$ cat src/rtl/cte_pkg.sv
package cte_pkg;

    // Command codes
    localparam logic [2:0] CMD_NONE      = 3'd0;
    localparam logic [2:0] CMD_NEXT      = 3'd1;
    localparam logic [2:0] CMD_INC       = 3'd2;
    localparam logic [2:0] CMD_DEC       = 3'd3;
    localparam logic [2:0] CMD_LOAD      = 3'd4;
    localparam logic [2:0] CMD_SEL_RESET = 3'd5;

    // Field indexes for the selection pointer
    localparam logic [2:0] FLD_YEAR   = 3'd0;
    localparam logic [2:0] FLD_MONTH  = 3'd1;
    localparam logic [2:0] FLD_DATE   = 3'd2;
    localparam logic [2:0] FLD_HOUR   = 3'd3;
    localparam logic [2:0] FLD_MINUTE = 3'd4;
    localparam logic [2:0] FLD_SECOND = 3'd5;

    // Field limits
    localparam logic [6:0] YEAR_MAX   = 7'd99;
    localparam logic [6:0] MONTH_MAX  = 7'd12;
    localparam logic [6:0] HOUR_MAX   = 7'd23;
    localparam logic [6:0] MINSEC_MAX = 7'd59;

    localparam logic [4:0] DAYS_28 = 5'd28;
    localparam logic [4:0] DAYS_29 = 5'd29;
    localparam logic [4:0] DAYS_30 = 5'd30;
    localparam logic [4:0] DAYS_31 = 5'd31;

    // Year within century that lands on 2100, the only non-leap multiple of four
    localparam logic [6:0] YEAR_2100 = 7'd100;

    typedef struct packed {
        logic [2:0] command;
        logic [6:0] load_year;
        logic [3:0] load_month;
        logic [4:0] load_date;
        logic [4:0] load_hour;
        logic [5:0] load_minute;
        logic [5:0] load_second;
    } cte_req_t;

    typedef struct packed {
        logic [6:0] year;
        logic [3:0] month;
        logic [4:0] date;
        logic [4:0] hour;
        logic [5:0] minute;
        logic [5:0] second;
        logic [2:0] selected_field;
        logic [4:0] month_days;
        logic       date_clamped;
    } cte_rsp_t;

    // Editor state carried between the step logic and the top level
    typedef struct packed {
        logic [6:0] year;
        logic [3:0] month;
        logic [4:0] date;
        logic [4:0] hour;
        logic [5:0] minute;
        logic [5:0] second;
        logic [2:0] sel;
        logic [4:0] days;
    } cte_state_t;

    // Days in month; year counts from 2000, months outside 1..12 give 30
    function automatic logic [4:0] month_length(input logic [3:0] month,
                                                input logic [6:0] year);
        logic leap;
        logic [4:0] days;
        leap = (year[1:0] == 2'b00) && (year != YEAR_2100);
        case (month)
            4'd2: days = leap ? DAYS_29 : DAYS_28;
            4'd1, 4'd3, 4'd5, 4'd7, 4'd8, 4'd10, 4'd12: days = DAYS_31;
            default: days = DAYS_30;
        endcase
        return days;
    endfunction

endpackage

$ cat src/rtl/cte_step.sv
module cte_step (
    input  cte_pkg::cte_state_t state_i,
    input  cte_pkg::cte_req_t   req_i,
    output cte_pkg::cte_state_t state_o,
    output cte_pkg::cte_rsp_t   rsp_o
);
    import cte_pkg::*;

    cte_state_t st;
    logic [2:0] sel_cur;
    logic [2:0] sel_new;
    logic [6:0] cur_val;
    logic [6:0] fmax;
    logic       low_one;
    logic [6:0] low_val;
    logic [7:0] inc_sum;
    logic [6:0] inc_val;
    logic [6:0] dec_val;
    logic [6:0] new_val;
    logic       wr_field;
    logic       edit;
    logic       clamped;
    logic [4:0] new_days;

    // Pick the selected field, its maximum and its lower bound
    always_comb begin
        sel_cur = (state_i.sel > FLD_SECOND) ? FLD_YEAR : state_i.sel;
        case (sel_cur)
            FLD_YEAR: begin
                cur_val = state_i.year;
                fmax    = YEAR_MAX;
            end
            FLD_MONTH: begin
                cur_val = {3'b000, state_i.month};
                fmax    = MONTH_MAX;
            end
            FLD_DATE: begin
                cur_val = {2'b00, state_i.date};
                fmax    = {2'b00, state_i.days};
            end
            FLD_HOUR: begin
                cur_val = {2'b00, state_i.hour};
                fmax    = HOUR_MAX;
            end
            FLD_MINUTE: begin
                cur_val = {1'b0, state_i.minute};
                fmax    = MINSEC_MAX;
            end
            default: begin
                cur_val = {1'b0, state_i.second};
                fmax    = MINSEC_MAX;
            end
        endcase
        low_one = (sel_cur == FLD_MONTH) || (sel_cur == FLD_DATE);
        low_val = {6'b000000, low_one};
    end

    // Wrap-around step up and down
    always_comb begin
        inc_sum = {1'b0, cur_val} + 8'd1;
        inc_val = (inc_sum > {1'b0, fmax}) ? low_val : inc_sum[6:0];
        dec_val = (cur_val <= low_val) ? fmax : (cur_val - 7'd1);
    end

    // Apply command; edits at year/month refresh month days, clamp date
    always_comb begin
        st       = state_i;
        sel_new  = sel_cur;
        edit     = 1'b1;
        wr_field = 1'b0;
        new_val  = inc_val;
        clamped  = 1'b0;
        new_days = DAYS_31;

        unique case (req_i.command)
            CMD_NEXT: sel_new = (sel_cur >= FLD_SECOND) ? FLD_YEAR : sel_cur + 3'd1;
            CMD_INC: begin
                wr_field = 1'b1;
                new_val  = inc_val;
            end
            CMD_DEC: begin
                wr_field = 1'b1;
                new_val  = dec_val;
            end
            CMD_LOAD: begin
                edit = 1'b0;
                if (req_i.load_second != state_i.second) begin
                    st.year   = req_i.load_year;
                    st.month  = req_i.load_month;
                    st.date   = req_i.load_date;
                    st.hour   = req_i.load_hour;
                    st.minute = req_i.load_minute;
                    st.second = req_i.load_second;
                end
            end
            CMD_SEL_RESET: begin
                edit    = 1'b0;
                sel_new = FLD_YEAR;
            end
            default: ;
        endcase

        if (wr_field) begin
            case (sel_cur)
                FLD_YEAR:   st.year   = new_val;
                FLD_MONTH:  st.month  = new_val[3:0];
                FLD_DATE:   st.date   = new_val[4:0];
                FLD_HOUR:   st.hour   = new_val[4:0];
                FLD_MINUTE: st.minute = new_val[5:0];
                default:    st.second = new_val[5:0];
            endcase
        end
        st.sel = sel_new;

        if (edit && ((sel_new == FLD_YEAR) || (sel_new == FLD_MONTH))) begin
            new_days = month_length(st.month, st.year);
            st.days  = new_days;
            if (st.date > new_days) begin
                st.date = new_days;
                clamped = 1'b1;
            end
        end
    end

    assign state_o = st;

    always_comb begin
        rsp_o.year           = st.year;
        rsp_o.month          = st.month;
        rsp_o.date           = st.date;
        rsp_o.hour           = st.hour;
        rsp_o.minute         = st.minute;
        rsp_o.second         = st.second;
        rsp_o.selected_field = st.sel;
        rsp_o.month_days     = st.days;
        rsp_o.date_clamped   = clamped;
    end

endmodule

$ cat src/rtl/clock_time_set_editor_top.sv
// Time-set editor for a calendar clock: holds year (within the century), month,
// date, hour, minute and second, a pointer to the field being edited and the
// current month length. Each request carries one command (next field, step up,
// step down, load from a clock reading, reset selection, or none) and returns
// one response with all fields after the command. The block takes one request
// per cycle while m_ready does not stall the output; a request is held in the
// input register and its response is then registered in the result register.
// The editor state is updated as the request moves into the result register,
// so back-to-back requests see each other's effect. After reset all fields are
// zero, the year field is selected and the month length is 31.
module clock_time_set_editor_top (
    input  logic              aclk,
    input  logic              aresetn,
    input  logic              s_valid,
    output logic              s_ready,
    input  cte_pkg::cte_req_t s_data,
    output logic              m_valid,
    input  logic              m_ready,
    output cte_pkg::cte_rsp_t m_data
);
    import cte_pkg::*;

    cte_req_t   req_reg;
    logic       in_valid_reg;
    cte_rsp_t   rsp_reg;
    logic       out_valid_reg;
    cte_state_t state_reg;
    cte_state_t state_next;
    cte_rsp_t   rsp_next;
    logic       out_adv;
    logic       step_fire;

    assign out_adv   = !out_valid_reg || m_ready;
    assign step_fire = in_valid_reg && out_adv;
    assign s_ready   = !in_valid_reg || out_adv;

    cte_step u_step (
        .state_i (state_reg),
        .req_i   (req_reg),
        .state_o (state_next),
        .rsp_o   (rsp_next)
    );

    // Hold the accepted request
    always_ff @(posedge aclk) begin
        if (!aresetn) begin
            in_valid_reg <= 1'b0;
        end else if (s_ready) begin
            in_valid_reg <= s_valid;
        end
    end

    always_ff @(posedge aclk) begin
        if (s_valid && s_ready) begin
            req_reg <= s_data;
        end
    end

    // Advance the editor state and the result register
    always_ff @(posedge aclk) begin
        if (!aresetn) begin
            out_valid_reg    <= 1'b0;
            state_reg.year   <= '0;
            state_reg.month  <= '0;
            state_reg.date   <= '0;
            state_reg.hour   <= '0;
            state_reg.minute <= '0;
            state_reg.second <= '0;
            state_reg.sel    <= FLD_YEAR;
            state_reg.days   <= DAYS_31;
        end else begin
            if (out_adv) begin
                out_valid_reg <= in_valid_reg;
            end
            if (step_fire) begin
                state_reg <= state_next;
            end
        end
    end

    always_ff @(posedge aclk) begin
        if (step_fire) begin
            rsp_reg <= rsp_next;
        end
    end

    assign m_valid = out_valid_reg;
    assign m_data  = rsp_reg;

endmodule

$ cat config.mk
export PLATFORM = sky130hd
export DESIGN_NAME = clock_time_set_editor_top
export DESIGN_NICKNAME = d
export VERILOG_FILES = /design/src/rtl/cte_pkg.sv /design/src/rtl/cte_step.sv /design/src/rtl/clock_time_set_editor_top.sv
export SDC_FILE = /design/constraint.sdc
export NUM_CORES = 1
export LEC_CHECK = 0
export BUFFER_PORTS_ARGS = -buffer_cell sky130_fd_sc_hd__buf_2
export CAP_MARGIN = 25
export CORE_ASPECT_RATIO = 0.75
export CORE_MARGIN = 1.5
export CORE_UTILIZATION = 42
export DETAILED_ROUTE_END_ITERATION = 6
export PLACE_DENSITY_LB_ADDON = 0.1
export SLEW_MARGIN = 30
export SYNTH_ARGS = -nofsm -noshare
export SYNTH_HDL_FRONTEND = slang
export SYNTH_SLANG_ARGS = --single-unit
$ cat constraint.sdc
create_clock -name aclk -period 7.5 [get_ports aclk]
set_clock_uncertainty 0.05 [all_clocks]
set_input_delay 1.5 -clock aclk [delete_from_list [all_inputs] [get_ports aclk]]
set_output_delay 1.5 -clock aclk [all_outputs]
set_load 0.02 [all_outputs]
==> metrics.log, run 1 <==
[metrics] power density over the cells: 235.9 nW/um^2
[metrics] Nets: 757
[metrics] Slowest Stage Delay on Critical Path: 0.58 ns
[metrics] aggregate negative setup slack: 0 ns
[metrics] post-synthesis compound-gate area fraction: 0.1953
[metrics] cell class contributing the biggest share of worst-path delay: compound AO/OA/AOI/OAI gates
[metrics] slew margin rel.: 0.3974
[metrics] die extent in y: 110.9 um
[metrics] setup slack on the worst flop-to-flop path: 0.75 ns
[metrics] TritonCTS buffer count: 17
[metrics] remaining global-route overflow: 0
[metrics] min Tclk post-route: 6.751 ns
[metrics] number of synthesized register bits: 121
[metrics] launch point of the worst reg-to-reg path: state_reg[6]$_SDFFE_PN0P_
[metrics] number of top-level pins: 84
[metrics] Cell Rows: 39
[metrics] global-route wire length before repair: 30.30 mm
[metrics] Initial Utilization: 0.4283
[metrics] average cell area after synthesis: 10.43 sq um
[metrics] ANT cells: 0
[metrics] number of clock sinks seen by CTS: 121
[metrics] total core area: 15,220 sq um
[metrics] Cells on Worst Hold Path: 2
[metrics] critical register-to-register path endpoint: state_reg[26]$_SDFFE_PN0P_
[metrics] worst vdd ir: 142.5 uV
[metrics] Max clock buf depth: 2
[metrics] most common flop cell mapped by yosys: sky130_fd_sc_hd__edfxtp_1
[metrics] Starting DRT DRC Count: 510
[metrics] first-pass detailed-route iteration total: 6
[metrics] GP Congestion: 0.9175
[metrics] fraction of the mapped netlist area in simple logic gates: 0.1773
[metrics] number of enable flip-flop cells after synthesis: 78
[metrics] final design instance area without fill: 7720 sq um
[metrics] worst-case hold path end point: state_reg[15]$_SDFFE_PN0P_
[metrics] Setup violations, final: 0
[metrics] worst-skew pair later-pin latency: 0.42 ns
[metrics] post-synth top area cell: sky130_fd_sc_hd__edfxtp_1
[metrics] category of the worst setup path launch point: flop
[metrics] fraction of synthesis flops using an asynchronous set or reset pin: 0
[metrics] remaining routing DRC violations: 0
[metrics] kind of capture point of the worst setup path: flop
[metrics] Syn Std Cell Area: 6521 sq um
[metrics] Yosys warning total: 0
[metrics] number of antenna violations at the first check in global routing: 0
[metrics] measured slew at the worst slew-check pin: 0.8970 ns
[metrics] combinational family with the most area after synthesis: compound AO/OA/AOI/OAI gates
[metrics] width of the die: 146.9 um
[metrics] number of global-route vias before repair: 5,011
[metrics] largest fanout of any net on the critical path: 14
[metrics] cell depth of the worst flop-to-flop path: 30
[metrics] wire length after detailed routing: 19.78 mm
[metrics] IO Port Bufs: 83
[metrics] # hold bufs at CTS: 0
[metrics] Worst path slowest cell: sky130_fd_sc_hd__dfxtp_1
[metrics] net count of the mapped netlist: 678
[metrics] worst hold path type: reg2reg
[metrics] via density per instance: 5.679
[metrics] floorplan die area: 16,290 sq um
[metrics] number of resized instances in the post-cts repair step: 0
[metrics] ranking of synthesized cells by area: sky130_fd_sc_hd__edfxtp_1, sky130_fd_sc_hd__dfxtp_1, sky130_fd_sc_hd__nand2_1, sky130_fd_sc_hd__mux2i_1, sky130_fd_sc_hd__a21boi_0
[metrics] post-CTS clock slew at the launch and capture registers of the worst setup and hold paths: 0.06 ns
[metrics] number of setup buffers added after CTS: 0
[metrics] layout cell share with drive strength beyond 1: 0.2455
[metrics] HP Start: state_reg[15]$_SDFFE_PN0P_
[metrics] WP data arrival: 7.02 ns
[metrics] critical path type: reg2reg
[metrics] adder and majority gate portion of the synthesized area: 0.02494
[metrics] number of max-slew violations in the final report: 0
[metrics] period utilization: 0.9001
[metrics] cell leakage power: 3.059 nW
[metrics] number of levels in the clock H-tree: 4
[metrics] Worst Setup Slack, final: 0.7494 ns
[metrics] share of the synthesized area in the top cell type: 0.3592
[metrics] area added between synthesis and finish: 18.38%
[metrics] worst setup timing slack at the placement stage: 0.8980 ns
[metrics] reported max-cap violation count: 0
[metrics] root buffer cell: sky130_fd_sc_hd__clkbuf_16
[metrics] xor/xnor share of the synthesized area: 0.01074
[metrics] total placed instance area: 7118 sq um
[metrics] final hold violation count: 0
[metrics] RSZ-0062 raised after global routing: no
[metrics] DP Wirelength: 14.40 mm
[metrics] number of buffers and inverters on the critical path: 4
[metrics] result of the run: complete, no violations
[metrics] number of library cell types mapped by synthesis: 77
[metrics] multiplexer share of the synthesized area: 0.06773
[metrics] max FFs per register: 42
[metrics] clock tree from TritonCTS: yes
[metrics] remaining number of nets flagged by the antenna check after routing: 0
[metrics] largest net degree at the start of global routing: 58
[metrics] Seq/Total Area, Yosys: 0.4912
[metrics] post-synthesis cell count: 625
[metrics] total via count after detailed routing: 5,236
[metrics] detail-routed net length per standard cell: 21.45 um
[metrics] gr usage total: 0.2513
[metrics] endpoint required time on the critical path: 7.77 ns
[metrics] max frequency: 148.1 MHz
[report_power, final]
group / internal [mW] / switching, mW
clock network: 0.506 / 0.325
registers: 0.743 / 0.0179
logic: 0.0781 / 0.152
total: 1.33 / 0.495
[cells by family after synthesis]
logic type               Yosys count
AO/OA/AOI/OAI                    169
XOR/XNOR                           8
adder cells (fa/ha/maj)           13
buffers and inverters             46
flip-flops                       121
multiplexers                      42
AND/OR/NAND/NOR                  226
[metrics by stage]
step           hold slack (ns)  total power [mW]  utilization  std cells
6_report                0.4508             1.821       0.5071        922
5_1_grt                 0.4697             1.887       0.5071        922
4_1_cts                 0.4496             1.837       0.5070        922
3_5_place_dp            0.4366             1.001       0.4675        890
3_3_place_gp            0.4075             1.003       0.4675        890
2_1_floorplan           0.3739            0.9210            -        625
[synth_stat cells (4+ instances only)]
cell	number
sky130_fd_sc_hd__o211ai_1	4
sky130_fd_sc_hd__nor2b_1	15
sky130_fd_sc_hd__nand3_1	12
sky130_fd_sc_hd__nand2b_1	6
sky130_fd_sc_hd__clkbuf_1	18
sky130_fd_sc_hd__a21boi_0	27
sky130_fd_sc_hd__a21oi_1	27
sky130_fd_sc_hd__inv_1	13
sky130_fd_sc_hd__a31oi_1	6
sky130_fd_sc_hd__or3_1	4
sky130_fd_sc_hd__or2_2	7
sky130_fd_sc_hd__nor2_1	30
sky130_fd_sc_hd__and3_1	6
sky130_fd_sc_hd__a21o_1	5
sky130_fd_sc_hd__ha_1	13
sky130_fd_sc_hd__o31ai_1	4
sky130_fd_sc_hd__xnor2_1	6
sky130_fd_sc_hd__nand2_1	98
sky130_fd_sc_hd__o21a_1	7
sky130_fd_sc_hd__o21ai_0	30
sky130_fd_sc_hd__and2_1	9
sky130_fd_sc_hd__o21ai_1	4
sky130_fd_sc_hd__dfxtp_1	43
sky130_fd_sc_hd__nand4_1	5
sky130_fd_sc_hd__a211oi_1	7
sky130_fd_sc_hd__edfxtp_1	78
sky130_fd_sc_hd__nor3b_1	5
sky130_fd_sc_hd__buf_2	6
sky130_fd_sc_hd__o2111ai_1	4
sky130_fd_sc_hd__mux2_2	13
sky130_fd_sc_hd__nor3_1	9
sky130_fd_sc_hd__mux2i_1	28
[cell usage in the layout (no fill, tap or decap), types with 12 or more instances in the layout]
cell type and count:
sky130_fd_sc_hd__a21boi_0 27, sky130_fd_sc_hd__a21oi_1 27, sky130_fd_sc_hd__buf_2 83, sky130_fd_sc_hd__clkbuf_16 17, sky130_fd_sc_hd__dfxtp_1 43, sky130_fd_sc_hd__edfxtp_1 78
sky130_fd_sc_hd__ha_1 13, sky130_fd_sc_hd__inv_1 12, sky130_fd_sc_hd__mux2_2 13, sky130_fd_sc_hd__mux2i_1 28, sky130_fd_sc_hd__nand2_1 98, sky130_fd_sc_hd__nand3_1 12
sky130_fd_sc_hd__nor2_1 30, sky130_fd_sc_hd__nor2b_1 15, sky130_fd_sc_hd__o21ai_0 30
[how the worst max path moves through the flow]
stage / startpoint / end / cells past startpoint
final: state_reg[6]$_SDFFE_PN0P_ / state_reg[26]$_SDFFE_PN0P_ / 30
after global routing: state_reg[6]$_SDFFE_PN0P_ / state_reg[25]$_SDFFE_PN0P_ / 30
after CTS: state_reg[6]$_SDFFE_PN0P_ / state_reg[26]$_SDFFE_PN0P_ / 30
after detailed placement: state_reg[6]$_SDFFE_PN0P_ / state_reg[25]$_SDFFE_PN0P_ / 30
after global placement: state_reg[6]$_SDFFE_PN0P_ / state_reg[25]$_SDFFE_PN0P_ / 30
after floorplan: state_reg[6]$_SDFFE_PN0P_ / state_reg[25]$_SDFFE_PN0P_ / 32
[per-layer routing]
metal	global-route usage	routed length, um	vias to the layer above
met5	0	0	-
met4	0.08215	319	0
met3	0.04239	1104	31
met2	0.3575	8508	201
met1	0.3837	9845	2517
li1	-	-	2487
[final cells by class]
class	count	area, sq um
Timing Repair Buffer	93	490.5
Clock buffer	18	439.2
Clock inverter	14	161.4
Tap cell	205	256.5
Sequential cell	121	3203
Fill cell	1394	7505
Multi-Input combinational cell	458	3120
Inverter	13	48.80
[tightest hold or removal path, cell delays in order, from the launching register on]
cell,delay (ns)
sky130_fd_sc_hd__dfxtp_1,0.33
sky130_fd_sc_hd__nand2_1,0.06
sky130_fd_sc_hd__a21boi_0,0.07
(Power assumes the default switching activity.)
==> inputs of run 2 (changes only) <==
Settings changed: BUFFER_PORTS_ARGS -buffer_cell sky130_fd_sc_hd__buf_2 to not set, DONT_BUFFER_PORTS set to 1.
==> metrics.log, run 2 (synthesis results as in run 1) <==
[metrics] root buffer cell: sky130_fd_sc_hd__clkbuf_16 (unchanged)
[metrics] largest fanout of any net on the critical path: 14 (unchanged)
[metrics] aggregate negative setup slack: 0 ns (unchanged)
[metrics] TritonCTS buffer count: 17 (unchanged)
[metrics] launch point of the worst reg-to-reg path: state_reg[6]$_SDFFE_PN0P_ (unchanged)
[metrics] category of the worst setup path launch point: flop (unchanged)
[metrics] DP Wirelength: 14.15 mm (was 14.40 mm)
[metrics] detail-routed net length per standard cell: 23.19 um (was 21.45 um)
[metrics] remaining global-route overflow: 0 (unchanged)
[metrics] most common library cell in the layout ignoring fill and taps: sky130_fd_sc_hd__nand2_1 (unchanged)
[metrics] cell seen most often among critical-path stages: sky130_fd_sc_hd__ha_1
[metrics] area added between synthesis and finish: 11.44% (was 18.38%)
[metrics] worst vdd ir: 142.5 uV (about the same)
[metrics] final hold violation count: 0 (unchanged)
[metrics] min Tclk post-route: 6.824 ns (was 6.751 ns)
[metrics] largest net degree at the start of global routing: 64 (was 58)
[metrics] number of top-level pins: 84 (unchanged)
[metrics] power density over the cells: 236.9 nW/um^2 (was 235.9 nW/um^2)
[metrics] slew margin rel.: 0.4713 (was 0.3974)
[metrics] worst hold path type: reg2reg (unchanged)
[metrics] result of the run: complete, no violations (unchanged)
[metrics] gr usage total: 0.2474 (was 0.2513)
[metrics] remaining number of nets flagged by the antenna check after routing: 0 (unchanged)
[metrics] # hold bufs at CTS: 0 (unchanged)
[metrics] Worst Setup Slack, final: 0.6756 ns (was 0.7494 ns)
[metrics] Setup violations, final: 0 (unchanged)
[metrics] WP data arrival: 7.09 ns (was 7.02 ns)
[metrics] critical path type: reg2reg (unchanged)
[metrics] Starting DRT DRC Count: 393 (was 510)
[metrics] critical register-to-register path endpoint: state_reg[26]$_SDFFE_PN0P_ (unchanged)
[metrics] layout cell share with drive strength beyond 1: 0.1528 (was 0.2455)
[metrics] RSZ-0062 raised after global routing: no (unchanged)
[metrics] reported max-cap violation count: 0 (unchanged)
[metrics] global-route wire length before repair: 29.61 mm (was 30.30 mm)
[metrics] number of levels in the clock H-tree: 4 (unchanged)
[metrics] cell leakage power: 2.707 nW (was 3.059 nW)
[metrics] post-CTS clock slew at the launch and capture registers of the worst setup and hold paths: 0.06 ns (about the same)
[metrics] most used cells in the layout excluding fill and tap cells: sky130_fd_sc_hd__nand2_1, sky130_fd_sc_hd__edfxtp_1, sky130_fd_sc_hd__dfxtp_1 (was sky130_fd_sc_hd__nand2_1, sky130_fd_sc_hd__buf_2, sky130_fd_sc_hd__edfxtp_1)
[metrics] destination of the critical timing path: state_reg[26]$_SDFFE_PN0P_ (unchanged)
[metrics] IO Port Bufs: 0 (was 83)
[metrics] number of clock sinks seen by CTS: 121 (unchanged)
[metrics] die extent in y: 110.9 um (unchanged)
[metrics] max frequency: 146.5 MHz (was 148.1 MHz)
[metrics] worst setup timing slack at the placement stage: 0.7868 ns (was 0.8980 ns)
[metrics] remaining routing DRC violations: 0 (unchanged)
[metrics] GP Congestion: 0.9022 (was 0.9175)
[metrics] measured slew at the worst slew-check pin: 0.7931 ns (was 0.8970 ns)
[metrics] number of global-route vias before repair: 4,739 (was 5,011)
[metrics] first-pass detailed-route iteration total: 5 (was 6)
[metrics] number of antenna violations at the first check in global routing: 2 (was 0)
[metrics] period utilization: 0.9099 (was 0.9001)
[metrics] worst-skew pair later-pin latency: 0.42 ns (about the same)
[metrics] max FFs per register: 42 (unchanged)
[metrics] via density per instance: 5.847 (was 5.679)
[metrics] number of setup buffers added after CTS: 0 (unchanged)
[metrics] total core area: 15,220 sq um (unchanged)
[metrics] wire length after detailed routing: 19.50 mm (was 19.78 mm)
[metrics] Slowest Stage Delay on Critical Path: 0.62 ns (was 0.58 ns)
[metrics] number of max-slew violations in the final report: 0 (unchanged)
[metrics] Nets: 675 (was 757)
[metrics] number of resized instances in the post-cts repair step: 0 (unchanged)
[metrics] Finished Core Util: 0.4773 (was 0.5071)
[metrics] floorplan die area: 16,290 sq um (unchanged)
[metrics] width of the die: 146.9 um (unchanged)
[metrics] Max clock buf depth: 2 (unchanged)
[metrics] endpoint required time on the critical path: 7.76 ns (was 7.77 ns)
[metrics] cell depth of the worst flop-to-flop path: 29 (was 30)
[metrics] Worst path slowest cell: sky130_fd_sc_hd__dfxtp_1 (unchanged)
[metrics] Cell Rows: 39 (unchanged)
[metrics] launch point of the worst path: state_reg[6]$_SDFFE_PN0P_ (unchanged)
[metrics] Initial Utilization: 0.4283 (unchanged)
[metrics] clock tree from TritonCTS: yes (unchanged)
[metrics] setup slack on the worst flop-to-flop path: 0.68 ns (was 0.75 ns)
[metrics] total via count after detailed routing: 4,917 (was 5,236)
[metrics] kind of capture point of the worst setup path: flop (unchanged)
[run 2: power by group]
part           switching, mW  internal (mW)
clock network          0.323          0.427
registers             0.0317          0.744
logic                  0.132         0.0637
total                  0.487           1.23
[run 2: worst min-delay path by stage]
| stage | start | to | slack [ns] | cells past startpoint |
|---|---|---|---|---|
| 3_3_place_gp | state_reg[15]$_SDFFE_PN0P_ | state_reg[15]$_SDFFE_PN0P_ | 0.42 | 2 |
| 5_1_grt | state_reg[2]$_SDFFE_PN1P_ | state_reg[2]$_SDFFE_PN1P_ | 0.48 | 1 |
| 3_5_place_dp | state_reg[2]$_SDFFE_PN1P_ | state_reg[2]$_SDFFE_PN1P_ | 0.44 | 1 |
| 6_report | state_reg[35]$_SDFFE_PN0P_ | state_reg[35]$_SDFFE_PN0P_ | 0.45 | 2 |
| 2_1_floorplan | state_reg[2]$_SDFFE_PN1P_ | state_reg[2]$_SDFFE_PN1P_ | 0.37 | 1 |
| 4_1_cts | state_reg[2]$_SDFFE_PN1P_ | state_reg[2]$_SDFFE_PN1P_ | 0.45 | 1 |
[run 2: final cells by class]
| cell class | instances | area (sq um) |
|---|---|---|
| Sequential cell | 121 | 3203 |
| Multi-Input combinational cell | 458 | 3131 |
| Antenna cell | 1 | 2.502 |
| Clock buffer | 17 | 425.4 |
| Clock inverter | 15 | 117.6 |
| Fill cell | 1407 | 7958 |
| Tap cell | 205 | 256.5 |
| Timing Repair Buffer | 11 | 82.58 |
| Inverter | 13 | 48.80 |
[run 2: metrics by stage]
step	instances	instance area (sq um)	hold slack [ns]	power [mW]
2_1_floorplan	625	6521	0.3739	0.9210
3_3_place_gp	808	6710	0.4243	0.9857
3_5_place_dp	808	6710	0.4364	0.9817
4_1_cts	840	7253	0.4497	1.736
5_1_grt	840	7264	0.4750	1.782
6_report	841	7267	0.4496	1.722
[run 2: critical path: cells and delay by family, from the launching register on]
family,cells,cell delay (ns)
AO/OA/AOI/OAI,11,2.50
AND/OR/NAND/NOR,8,1.40
adder cells (fa/ha/maj),4,1.24
flip-flops,1,0.62
buffers and inverters,4,0.55
multiplexers,1,0.18
XOR/XNOR,1,0.16
[run 2: routing by layer]
metal | up-vias | wire length, um | track usage
met2 | 159 | 8398 | 0.3541
met5 | - | 13 | 0
li1 | 2311 | - | -
met1 | 2418 | 9578 | 0.3628
met4 | 2 | 291 | 0.08552
met3 | 27 | 1219 | 0.05926
